==> src/hw/rtl/esr_pkg.sv <==
// ----------------------------------------------------------------------------
// esr_pkg
// Shared types and constants for the ellipse span rasterizer.
// ----------------------------------------------------------------------------
package esr_pkg;

    localparam int CORNER_W       = 10;
    localparam int FILL_W         = 8;
    localparam int OUT_COORD_W    = 12;
    localparam int OUT_WIDTH_W    = 11;
    localparam int COORD_BITS_DEF = 10;

    localparam int CQ_DEPTH = 4;
    localparam int CQ_AW    = 2;

    localparam logic OP_START   = 1'b0;
    localparam logic OP_ADVANCE = 1'b1;

    typedef struct packed {
        logic                op;
        logic [CORNER_W-1:0] corner_ax;
        logic [CORNER_W-1:0] corner_ay;
        logic [CORNER_W-1:0] corner_bx;
        logic [CORNER_W-1:0] corner_by;
        logic [FILL_W-1:0]   fill_value;
    } t_in_item;

    typedef struct packed {
        logic signed [OUT_COORD_W-1:0] span_x;
        logic signed [OUT_COORD_W-1:0] span_y;
        logic [OUT_WIDTH_W-1:0]        span_width;
        logic [FILL_W-1:0]             paint_value;
        logic                          last;
        logic                          done_res;
    } t_out_item;

    // Classified command between front end and stepping engine
    typedef struct packed {
        logic                is_start;
        logic [CORNER_W-1:0] min_x;
        logic [CORNER_W-1:0] min_y;
        logic [CORNER_W-1:0] dx;
        logic [CORNER_W-1:0] dy;
        logic [FILL_W-1:0]   fill;
    } t_cmd;

    typedef enum logic [1:0] {
        PH_IDLE,
        PH_MAIN,
        PH_TIP
    } t_phase;

    typedef enum logic [3:0] {
        ST_WAIT,
        ST_MUL1,
        ST_MUL2,
        ST_SUM,
        ST_ADV1,
        ST_ADV2,
        ST_ADV3,
        ST_ADV4,
        ST_TIP,
        ST_EMIT
    } t_seq_state;

endpackage

==> src/hw/rtl/esr_front.sv <==
// ----------------------------------------------------------------------------
// esr_front
// Input stage: masks corners, classifies the item and forms the bounding
// box extents for the command queue.
// ----------------------------------------------------------------------------
module esr_front import esr_pkg::*; #(
    parameter int COORD_BITS = COORD_BITS_DEF
) (
    input  logic     i_push,
    input  t_in_item i_item,
    input  logic     i_full,
    output logic     o_push,
    output t_cmd     o_cmd
);

    localparam logic [CORNER_W-1:0] CMASK = CORNER_W'((64'd1 << COORD_BITS) - 64'd1);

    logic [CORNER_W-1:0] ax;
    logic [CORNER_W-1:0] ay;
    logic [CORNER_W-1:0] bx;
    logic [CORNER_W-1:0] by;

    always_comb begin
        ax = i_item.corner_ax & CMASK;
        ay = i_item.corner_ay & CMASK;
        bx = i_item.corner_bx & CMASK;
        by = i_item.corner_by & CMASK;

        o_cmd.is_start = (i_item.op == OP_START);
        o_cmd.min_x    = (ax < bx) ? ax : bx;
        o_cmd.min_y    = (ay < by) ? ay : by;
        o_cmd.dx       = (ax > bx) ? (ax - bx) : (bx - ax);
        o_cmd.dy       = (ay > by) ? (ay - by) : (by - ay);
        o_cmd.fill     = i_item.fill_value;
    end

    assign o_push = i_push && !i_full;

endmodule

==> src/hw/rtl/esr_cmd_queue.sv <==
// ----------------------------------------------------------------------------
// esr_cmd_queue
// Short command queue decoupling the front end from the stepping engine.
// ----------------------------------------------------------------------------
module esr_cmd_queue import esr_pkg::*; (
    input  logic i_clk,
    input  logic i_rst_n,
    input  logic i_push,
    input  t_cmd i_cmd,
    output logic o_full,
    input  logic i_pop,
    output logic o_valid,
    output t_cmd o_cmd
);

    localparam logic [CQ_AW:0] DEPTH_C = (CQ_AW + 1)'(CQ_DEPTH);

    t_cmd             r_mem [CQ_DEPTH];
    logic [CQ_AW-1:0] r_wr_ptr;
    logic [CQ_AW-1:0] r_rd_ptr;
    logic [CQ_AW:0]   r_count;
    logic [CQ_AW:0]   n_count;

    always_comb begin
        n_count = r_count;
        if (i_push && !i_pop) begin
            n_count = r_count + 1'b1;
        end else if (!i_push && i_pop) begin
            n_count = r_count - 1'b1;
        end
    end

    always_ff @(posedge i_clk) begin
        if (!i_rst_n) begin
            r_wr_ptr <= '0;
            r_rd_ptr <= '0;
            r_count  <= '0;
        end else begin
            r_count <= n_count;
            if (i_push) begin
                r_wr_ptr <= r_wr_ptr + 1'b1;
            end
            if (i_pop) begin
                r_rd_ptr <= r_rd_ptr + 1'b1;
            end
        end
    end

    always_ff @(posedge i_clk) begin
        if (i_push) begin
            r_mem[r_wr_ptr] <= i_cmd;
        end
    end

    assign o_full  = (r_count == DEPTH_C);
    assign o_valid = (r_count != '0);
    assign o_cmd   = r_mem[r_rd_ptr];

endmodule

==> src/hw/rtl/esr_engine.sv <==
// ----------------------------------------------------------------------------
// esr_engine
// Stepping engine: error-term setup, Bresenham steps and result emission
// through a one-entry output register.
// ----------------------------------------------------------------------------
module esr_engine import esr_pkg::*; #(
    parameter int COORD_BITS = COORD_BITS_DEF
) (
    input  logic      i_clk,
    input  logic      i_rst_n,
    input  logic      i_cmd_valid,
    input  t_cmd      i_cmd,
    output logic      o_cmd_pop,
    output logic      o_res_valid,
    output t_out_item o_res,
    input  logic      i_res_pop
);

    localparam int HW = COORD_BITS;
    localparam int CW = COORD_BITS + 2;
    localparam int MW = 2 * COORD_BITS;
    localparam int PW = 3 * COORD_BITS + 2;
    localparam int EW = 3 * COORD_BITS + 8;

    localparam logic [1:0] LAST_MAIN = 2'd1;
    localparam logic [1:0] LAST_TIP  = 2'd3;

    t_seq_state r_state;
    t_seq_state n_state;
    t_phase     r_phase;

    logic signed [CW-1:0] r_left;
    logic signed [CW-1:0] r_right;
    logic signed [CW-1:0] r_lower;
    logic signed [CW-1:0] r_upper;
    logic [HW-1:0]        r_height;
    logic [HW-1:0]        r_a;
    logic                 r_odd;
    logic signed [HW:0]   r_oma;
    logic [MW-1:0]        r_aa;
    logic [MW-1:0]        r_bb;
    logic signed [EW-1:0] r_step_a;
    logic signed [EW-1:0] r_step_b;
    logic signed [EW-1:0] r_err_x;
    logic signed [EW-1:0] r_err_y;
    logic signed [EW-1:0] r_err_total;
    logic signed [EW-1:0] r_ey_part;
    logic signed [EW-1:0] r_e2;
    logic                 r_c1;
    logic                 r_c2;
    logic [FILL_W-1:0]    r_held;

    logic signed [CW-1:0]   r_x0;
    logic signed [CW-1:0]   r_x1;
    logic signed [CW-1:0]   r_r0;
    logic signed [CW-1:0]   r_r1;
    logic [OUT_WIDTH_W-1:0] r_w;
    logic                   r_tip;
    logic                   r_fin;
    logic [1:0]             r_cnt;

    logic      r_out_valid;
    t_out_item r_out;

    logic [HW-1:0]        cmd_a;
    logic [HW-1:0]        cmd_b;
    logic [HW:0]          b_inc;
    logic signed [PW-1:0] prod;
    logic signed [EW-1:0] aa_ext;
    logic signed [EW-1:0] ey0;
    logic signed [EW-1:0] tot2;
    logic                 c1;
    logic                 c2;
    logic signed [CW-1:0] row_diff;
    logic signed [CW-1:0] height_s;
    logic                 emit_last;
    logic                 out_load;
    logic                 cmd_pop;
    t_out_item            emit_item;

    // ---------------- datapath helpers
    always_comb begin
        cmd_a    = HW'(i_cmd.dx);
        cmd_b    = HW'(i_cmd.dy);
        b_inc    = {1'b0, cmd_b} + (HW + 1)'(1);
        prod     = r_oma * $signed({1'b0, r_bb});
        aa_ext   = $signed(EW'(r_aa));
        ey0      = r_odd ? (aa_ext <<< 3) : (aa_ext <<< 2);
        tot2     = r_err_total <<< 1;
        c1       = (tot2 <= r_err_y);
        c2       = (r_e2 >= r_err_x) || (tot2 > r_err_y);
        row_diff = r_lower - r_upper;
        height_s = $signed({2'b00, r_height});
    end

    always_comb begin
        emit_item.span_x      = OUT_COORD_W'((r_tip && r_cnt[0]) ? r_x1 : r_x0);
        emit_item.span_y      = OUT_COORD_W'((r_tip ? r_cnt[1] : r_cnt[0]) ? r_r1 : r_r0);
        emit_item.span_width  = r_w;
        emit_item.paint_value = r_held;
        emit_item.last        = emit_last;
        emit_item.done_res    = emit_last && r_fin;
    end

    assign emit_last = (r_cnt == (r_tip ? LAST_TIP : LAST_MAIN));

    // ---------------- sequencer: next state
    always_comb begin
        n_state = r_state;
        unique case (r_state)
            ST_WAIT: begin
                if (i_cmd_valid) begin
                    if (i_cmd.is_start) begin
                        n_state = ST_MUL1;
                    end else if (r_phase == PH_MAIN) begin
                        n_state = ST_ADV1;
                    end else if (r_phase == PH_TIP) begin
                        n_state = ST_TIP;
                    end
                end
            end
            ST_MUL1: n_state = ST_MUL2;
            ST_MUL2: n_state = ST_SUM;
            ST_SUM:  n_state = ST_WAIT;
            ST_ADV1: n_state = ST_ADV2;
            ST_ADV2: n_state = ST_ADV3;
            ST_ADV3: n_state = ST_ADV4;
            ST_ADV4: n_state = ST_EMIT;
            ST_TIP:  n_state = ST_EMIT;
            ST_EMIT: begin
                if (out_load && emit_last) begin
                    n_state = ST_WAIT;
                end
            end
            default: n_state = ST_WAIT;
        endcase
    end

    // ---------------- sequencer: outputs
    always_comb begin
        cmd_pop  = 1'b0;
        out_load = 1'b0;
        unique case (r_state)
            ST_WAIT: cmd_pop  = i_cmd_valid;
            ST_EMIT: out_load = !r_out_valid || i_res_pop;
            default: begin
                cmd_pop  = 1'b0;
                out_load = 1'b0;
            end
        endcase
    end

    always_ff @(posedge i_clk) begin
        if (!i_rst_n) begin
            r_state     <= ST_WAIT;
            r_phase     <= PH_IDLE;
            r_out_valid <= 1'b0;
            r_cnt       <= '0;
        end else begin
            r_state <= n_state;
            if (out_load) begin
                r_out_valid <= 1'b1;
                r_cnt       <= emit_last ? 2'd0 : (r_cnt + 1'b1);
            end else if (i_res_pop) begin
                r_out_valid <= 1'b0;
            end
            if (r_state == ST_SUM) begin
                r_phase <= PH_MAIN;
            end else if (r_state == ST_ADV4 && r_right < r_left) begin
                r_phase <= (row_diff < height_s) ? PH_TIP : PH_IDLE;
            end else if (r_state == ST_TIP && !((row_diff + CW'(2)) < height_s)) begin
                r_phase <= PH_IDLE;
            end
        end
    end

    // ---------------- datapath
    always_ff @(posedge i_clk) begin
        if (out_load) begin
            r_out <= emit_item;
        end
        case (r_state)
            ST_WAIT: begin
                if (cmd_pop && i_cmd.is_start) begin
                    r_left   <= $signed(CW'(i_cmd.min_x));
                    r_right  <= $signed(CW'(i_cmd.min_x)) + $signed(CW'(cmd_a));
                    r_lower  <= $signed(CW'(i_cmd.min_y)) + $signed({2'b00, b_inc[HW:1]});
                    r_a      <= cmd_a;
                    r_height <= cmd_b;
                    r_odd    <= cmd_b[0];
                    r_held   <= i_cmd.fill;
                end
            end
            ST_MUL1: begin
                r_aa    <= r_a * r_a;
                r_bb    <= r_height * r_height;
                r_oma   <= $signed((HW + 1)'(1) - {1'b0, r_a});
                r_upper <= r_lower - $signed(CW'(r_odd));
            end
            ST_MUL2: begin
                r_err_x   <= $signed(EW'(prod)) <<< 2;
                r_err_y   <= ey0;
                r_ey_part <= ey0 + (r_odd ? aa_ext : '0);
                r_step_a  <= aa_ext <<< 3;
                r_step_b  <= $signed(EW'(r_bb)) <<< 3;
            end
            ST_SUM: begin
                r_err_total <= r_err_x + r_ey_part;
            end
            ST_ADV1: begin
                r_x0 <= r_left;
                r_r0 <= r_lower;
                r_r1 <= r_upper;
                r_w  <= OUT_WIDTH_W'(r_right - r_left);
                r_tip <= 1'b0;
                r_e2 <= tot2;
                r_c1 <= c1;
                if (c1) begin
                    r_err_y <= r_err_y + r_step_a;
                    r_lower <= r_lower + 1'b1;
                    r_upper <= r_upper - 1'b1;
                end
            end
            ST_ADV2: begin
                if (r_c1) begin
                    r_err_total <= r_err_total + r_err_y;
                end
            end
            ST_ADV3: begin
                r_c2 <= c2;
                if (c2) begin
                    r_left  <= r_left + 1'b1;
                    r_right <= r_right - 1'b1;
                    r_err_x <= r_err_x + r_step_b;
                end
            end
            ST_ADV4: begin
                if (r_c2) begin
                    r_err_total <= r_err_total + r_err_x;
                end
                r_fin <= (r_right < r_left) && !(row_diff < height_s);
            end
            ST_TIP: begin
                r_x0    <= r_left - 1'b1;
                r_x1    <= r_right + 1'b1;
                r_r0    <= r_lower;
                r_r1    <= r_upper;
                r_w     <= OUT_WIDTH_W'(1);
                r_tip   <= 1'b1;
                r_fin   <= !((row_diff + CW'(2)) < height_s);
                r_lower <= r_lower + 1'b1;
                r_upper <= r_upper - 1'b1;
            end
            default: begin
            end
        endcase
    end

    assign o_cmd_pop   = cmd_pop;
    assign o_res_valid = r_out_valid;
    assign o_res       = r_out;

endmodule

==> src/hw/rtl/ellipse_span_rasterizer.sv <==
// ----------------------------------------------------------------------------
// ellipse_span_rasterizer
// Rectangle-bounded Bresenham ellipse emitted as horizontal spans.
// ----------------------------------------------------------------------------
// A start item (op 0) gives no result; the engine dequeues it and latches
// the box, squares both extents, forms the products and sums the error term.
// An advance item in the main phase is dequeued, then updates the error terms
// (two dependent wide add/compare pairs per axis) and gives 2 spans, one per
// cycle while the output is not held. In the tip phase it is dequeued, updates
// the rows and then gives 4 pixels, one per cycle while the output is not
// held. An advance while no figure is active is dropped. Results leave one
// per cycle through a single output register; a result that is not popped
// holds the engine. A 4-deep command queue behind the input stage keeps
// accepting items while the engine works, until the queue is full.
// ----------------------------------------------------------------------------
module ellipse_span_rasterizer import esr_pkg::*; #(
    parameter int COORD_BITS = COORD_BITS_DEF
) (
    input  logic      i_clk,
    input  logic      i_rst_n,
    input  logic      i_push,
    input  t_in_item  i_item,
    output logic      o_full,
    input  logic      i_pop,
    output logic      o_empty,
    output t_out_item o_res
);

    logic front_push;
    t_cmd front_cmd;
    logic cmd_valid;
    t_cmd cmd;
    logic cmd_pop;
    logic res_valid;

    esr_front #(
        .COORD_BITS(COORD_BITS)
    ) u_front (
        .i_push (i_push),
        .i_item (i_item),
        .i_full (o_full),
        .o_push (front_push),
        .o_cmd  (front_cmd)
    );

    esr_cmd_queue u_queue (
        .i_clk   (i_clk),
        .i_rst_n (i_rst_n),
        .i_push  (front_push),
        .i_cmd   (front_cmd),
        .o_full  (o_full),
        .i_pop   (cmd_pop),
        .o_valid (cmd_valid),
        .o_cmd   (cmd)
    );

    esr_engine #(
        .COORD_BITS(COORD_BITS)
    ) u_engine (
        .i_clk       (i_clk),
        .i_rst_n     (i_rst_n),
        .i_cmd_valid (cmd_valid),
        .i_cmd       (cmd),
        .o_cmd_pop   (cmd_pop),
        .o_res_valid (res_valid),
        .o_res       (o_res),
        .i_res_pop   (i_pop)
    );

    assign o_empty = !res_valid;

    a_pop_needs_cmd: assert property (@(posedge i_clk) disable iff (!i_rst_n)
        cmd_pop |-> cmd_valid)
        else $error("command popped from empty queue");

    a_done_is_last: assert property (@(posedge i_clk) disable iff (!i_rst_n)
        (!o_empty && o_res.done_res) |-> o_res.last)
        else $error("done without last");

    a_reset_empty: assert property (@(posedge i_clk)
        !i_rst_n |=> o_empty)
        else $error("result pending after reset");

endmodule

==> config.mk <==
export PLATFORM = sky130hd
export DESIGN_NAME = ellipse_span_rasterizer
export DESIGN_NICKNAME = d
export VERILOG_FILES = /design/src/hw/rtl/esr_pkg.sv /design/src/hw/rtl/esr_front.sv /design/src/hw/rtl/esr_cmd_queue.sv /design/src/hw/rtl/esr_engine.sv /design/src/hw/rtl/ellipse_span_rasterizer.sv
export SDC_FILE = /design/constraint.sdc
export NUM_CORES = 2
export LEC_CHECK = 0
export BUFFER_PORTS_ARGS = -buffer_cell sky130_fd_sc_hd__buf_2
export CORE_MARGIN = 3
export CORE_UTILIZATION = 45
export CTS_BUF_LIST = sky130_fd_sc_hd__clkbuf_16
export CTS_CLUSTER_SIZE = 30
export DETAILED_ROUTE_END_ITERATION = 16
export PLACE_DENSITY_LB_ADDON = 0.08
export SYNTH_ARGS = -nofsm -noshare
export SYNTH_HDL_FRONTEND = slang
export SYNTH_SLANG_ARGS = --single-unit
==> constraint.sdc <==
create_clock -name i_clk -period 6 [get_ports i_clk]
set_clock_uncertainty 0.1 [all_clocks]
set_input_delay 0.9 -clock i_clk [delete_from_list [all_inputs] [get_ports i_clk]]
set_output_delay 0.9 -clock i_clk [all_outputs]
set_load 0.01 [all_outputs]
==> impl_metrics.env <==
export IMPL_status="finished clean"
export IMPL_use_met2_pct=36.43
export IMPL_rsz0062_at_grt="true"
export IMPL_numCtsBuffers=77
export IMPL_hold_viol_final=0
export IMPL_final_cell_area_sq_um=55400
export IMPL_report_final_slew_viol_count=0
export IMPL_startpoint_type="flip-flop"
export IMPL_hold_class="flip-flop to flip-flop"
export IMPL_via_per_inst=5.363
export IMPL_vias=33640
export IMPL_hold_end="u_engine.o_res[9]"
export IMPL_place_area_sq_um=52240
export IMPL_grtUsageMet3_pct=2.178
export IMPL_synth_cells=4565
export IMPL_avgSynthCellArea_sq_um=10.78
export IMPL_crit_arrival_ns=6.19
export IMPL_r2r_end="u_engine.r_err_x[31]"
export IMPL_io_pins=100
export IMPL_grt_pass1_vias=33840
export IMPL_grt_use_total_pct=21.78
export IMPL_min_path_cells=0
export IMPL_worstSetupPathType="flip-flop to flip-flop"
export IMPL_layout_nets=5618
export IMPL_fmax_mhz=169.9
export IMPL_clkLatencyLatePin_ns=0.66
export IMPL_syn_nets=5375
export IMPL_hold_slack_ns=0.3173
export IMPL_globalRoute_totalOverflow=0
export IMPL_max_cap_violations=0
export IMPL_synth_seq_cells=654
export IMPL_cts_htree_levels=3
export IMPL_die_h_um=336.6
export IMPL_clockRootBuffer="clkbuf_16"
export IMPL_crit_fanout=5
export IMPL_r2r_cells=19
export IMPL_fp_row_count=120
export IMPL_start_util_pct=45.64
export IMPL_min_period_ns=5.886
export IMPL_gp_congestion=0.8936
export IMPL_ys_top_cells_by_area="edfxtp_1, ha_1, fa_1, xnor2_1, inv_1"
export IMPL_remaining_drc_errors=0
export IMPL_drt_iter0_markers=1938
export IMPL_worstMarginPinSlew_ns=1.077
export IMPL_slew_headroom_pct=28.05
export IMPL_clk_pin_slew_ns=0.06
export IMPL_cp_slowest_stage_delay_ns=0.55
export IMPL_ys_flop_type="edfxtp_1"
export IMPL_setup_violations=0
export IMPL_netlist_area_sq_um=49200
export IMPL_r2r_slack_ns=0.11
export IMPL_crit_slowest_cell="fa_1"
export IMPL_rr_startpoint="u_engine.r_oma[9]"
export IMPL_drive_above_1_share_pct=12.71
export IMPL_yosys_area_top_type_share_pct=38.82
export IMPL_busiest_layer="met2"
export IMPL_hp_start="u_engine.r_held[7]"
export IMPL_wl_per_cell_um=19.58
export IMPL_synth_edf_count=636
export IMPL_diodes=0
export IMPL_use_met1_pct=31.07
export IMPL_drt_wl_total_um=122800
export IMPL_cp_cell_sequence="and2_4 > fa_1 > fa_1 > fa_1 > fa_1 > inv_2 > fa_1 > inv_1 > ha_1 > a21o_1 > a21oi_2 > nor2b_1 > or4_4 > o311ai_4 > nor2b_4 > o21ai_2 > a31oi_1 > xor2_1 > mux2i_1"
export IMPL_synthArstFlopShare_pct=0
export IMPL_grt_pass1_wl_um=193100
export IMPL_yosysSeqAreaShare_pct=39.55
export IMPL_fin_crit_sh_pct=98.10
export IMPL_first_pass_iters=7
export IMPL_ys_warn_count=0
export IMPL_timing_critical_path_mode_cell="fa_1"
export IMPL_synth_cell_types=94
export IMPL_post_dp_hpwl_um=96240
export IMPL_worst_endpoint_required_ns=6.30
export IMPL_fp_coreArea_sq_um=107800
export IMPL_dieArea_sq_um=113300
export IMPL_cts_tree="built"
export IMPL_numPortBuffers=99
export IMPL_grt_max_degree=81
export IMPL_cts_sinks=654
export IMPL_cp_end_kind="flip-flop"
export IMPL_antenna_found_initial=3
export IMPL_clock_path_buffers=3
export IMPL_area_growth_pct=12.61
export IMPL_final_antenna_net_count=0
export IMPL_synth_top_area_cell="edfxtp_1"
export IMPL_chipWidth_um=336.6
## per-layer routing
metal  wire, um  vias to the layer above
li1           -                    16420
met1      58600                    16530
met2      58220                      565
met3       4312                      133
met4       1662                        2
met5         13                        -
## cell usage after synthesis (all sizes together), types with 16 or more instances
master,count
ha,501
fa,256
buf,18
dfxtp,18
edfxtp,636
mux2i,24
xor2,100
inv,538
xnor2,242
nor4,24
nor2,277
o21ai,182
or2,16
nand3,79
a21oi,244
clkbuf,110
nand2b,43
o21bai,38
and3,33
mux2,39
mux4,49
or3,17
nand2,413
o21a,38
a21boi,16
nor2b,40
a211oi,16
nand4,27
and2,156
nor3,74
a31oi,25
a21o,124
## metrics by stage
step / TNS [ns] / cells / utilization (%) / worst slack [ns]
6_report: 0 / 6273 / 51.39 / 0.1140
5_1_grt: -0.2826 / 6273 / 51.39 / -0.1013
4_1_cts: 0 / 6243 / 50.92 / 0.009775
3_5_place_dp: -0.7973 / 6095 / 48.46 / -0.1245
3_3_place_gp: -0.01208 / 6095 / 48.46 / -0.002756
2_1_floorplan: 0 / 4565 / - / 0.01114
## cells in the final DEF, fill, tap and decap left out, types with 39 or more instances in the layout
cell         n
mux4_2      49
inv_1      547
edfxtp_1   636
buf_4      176
a21o_1     123
nand2_1    406
buf_2       99
o21ai_0    154
nor2_1     271
and2_1     149
xnor2_1    242
nand3_1     79
nand2b_1    43
clkbuf_16   78
fa_1       245
xor2_1     100
a21oi_1    237
ha_1       496
nor2b_1     39
nor3_1      72
## registers in the layout, indices dropped and copies added (netlist names), 19 cells and up, named ones only
name,count
u_engine.r_e2,37
u_engine.r_ey_part,23
u_engine.r_err_total,37
u_engine.r_step_b,19
u_engine.r_bb,19
u_engine.r_err_x,36
u_engine.r_step_a,19
u_engine.o_res,45
u_engine.r_err_y,36
u_engine.r_aa,19
u_queue.r_mem,196
## what timing repair did
item	in CTS	in global routing
resized for setup	7	73
hold buffers	0	0
pin swaps	2	43
gates cloned	0	1
setup buffers	7	29
setup endpoints to repair	9	21
## cell families after synthesis
kind of cell	synth area share (%)
buffers and inverters	5.186
AND/OR/NAND/NOR	11.73
XOR/XNOR	6.088
AO/OA/AOI/OAI	10.65
multiplexers	3.624
adder cells (fa/ha/maj)	23.16
flip-flops	39.55
other	0.007622
## critical path, delay by kind of cell, from the launching register on
family,cells,cell delay [ns]
and+or+nand+nor,4,0.96
AOI/OAI and AO/OA,5,0.87
xor gates and xnor gates,1,0.17
muxes,1,0.08
buffers and inverters,2,0.09
DFF,1,0.49
adders and majority gates,6,2.88
## how the worst max path moves through the flow
stage               depth (start not counted)               from                   end
finish                                     19  u_engine.r_oma[9]  u_engine.r_err_x[31]
global route                               19  u_engine.r_oma[9]  u_engine.r_err_x[31]
CTS                                        20  u_engine.r_oma[9]  u_engine.r_err_x[27]
floorplan                                  23  u_engine.r_oma[3]  u_engine.r_err_x[31]
detailed placement                         19  u_engine.r_oma[8]  u_engine.r_err_x[33]
global placement                           20  u_engine.r_oma[9]  u_engine.r_err_x[34]
## final cells by class
class                   instances  area [sq um]
clock inverters                64         648.1
clock buffers                  77          1927
inverters                     548          2061
flip-flops and latches        654         19460
well taps                    1403          1755
repair buffers                292          2057
fillers                      9737         52400
multi-input cells            3235         27490
Power is left out: the tool's default activity adds up to more than one toggle a clock period on the data nets, which glitch-free logic cannot reach.
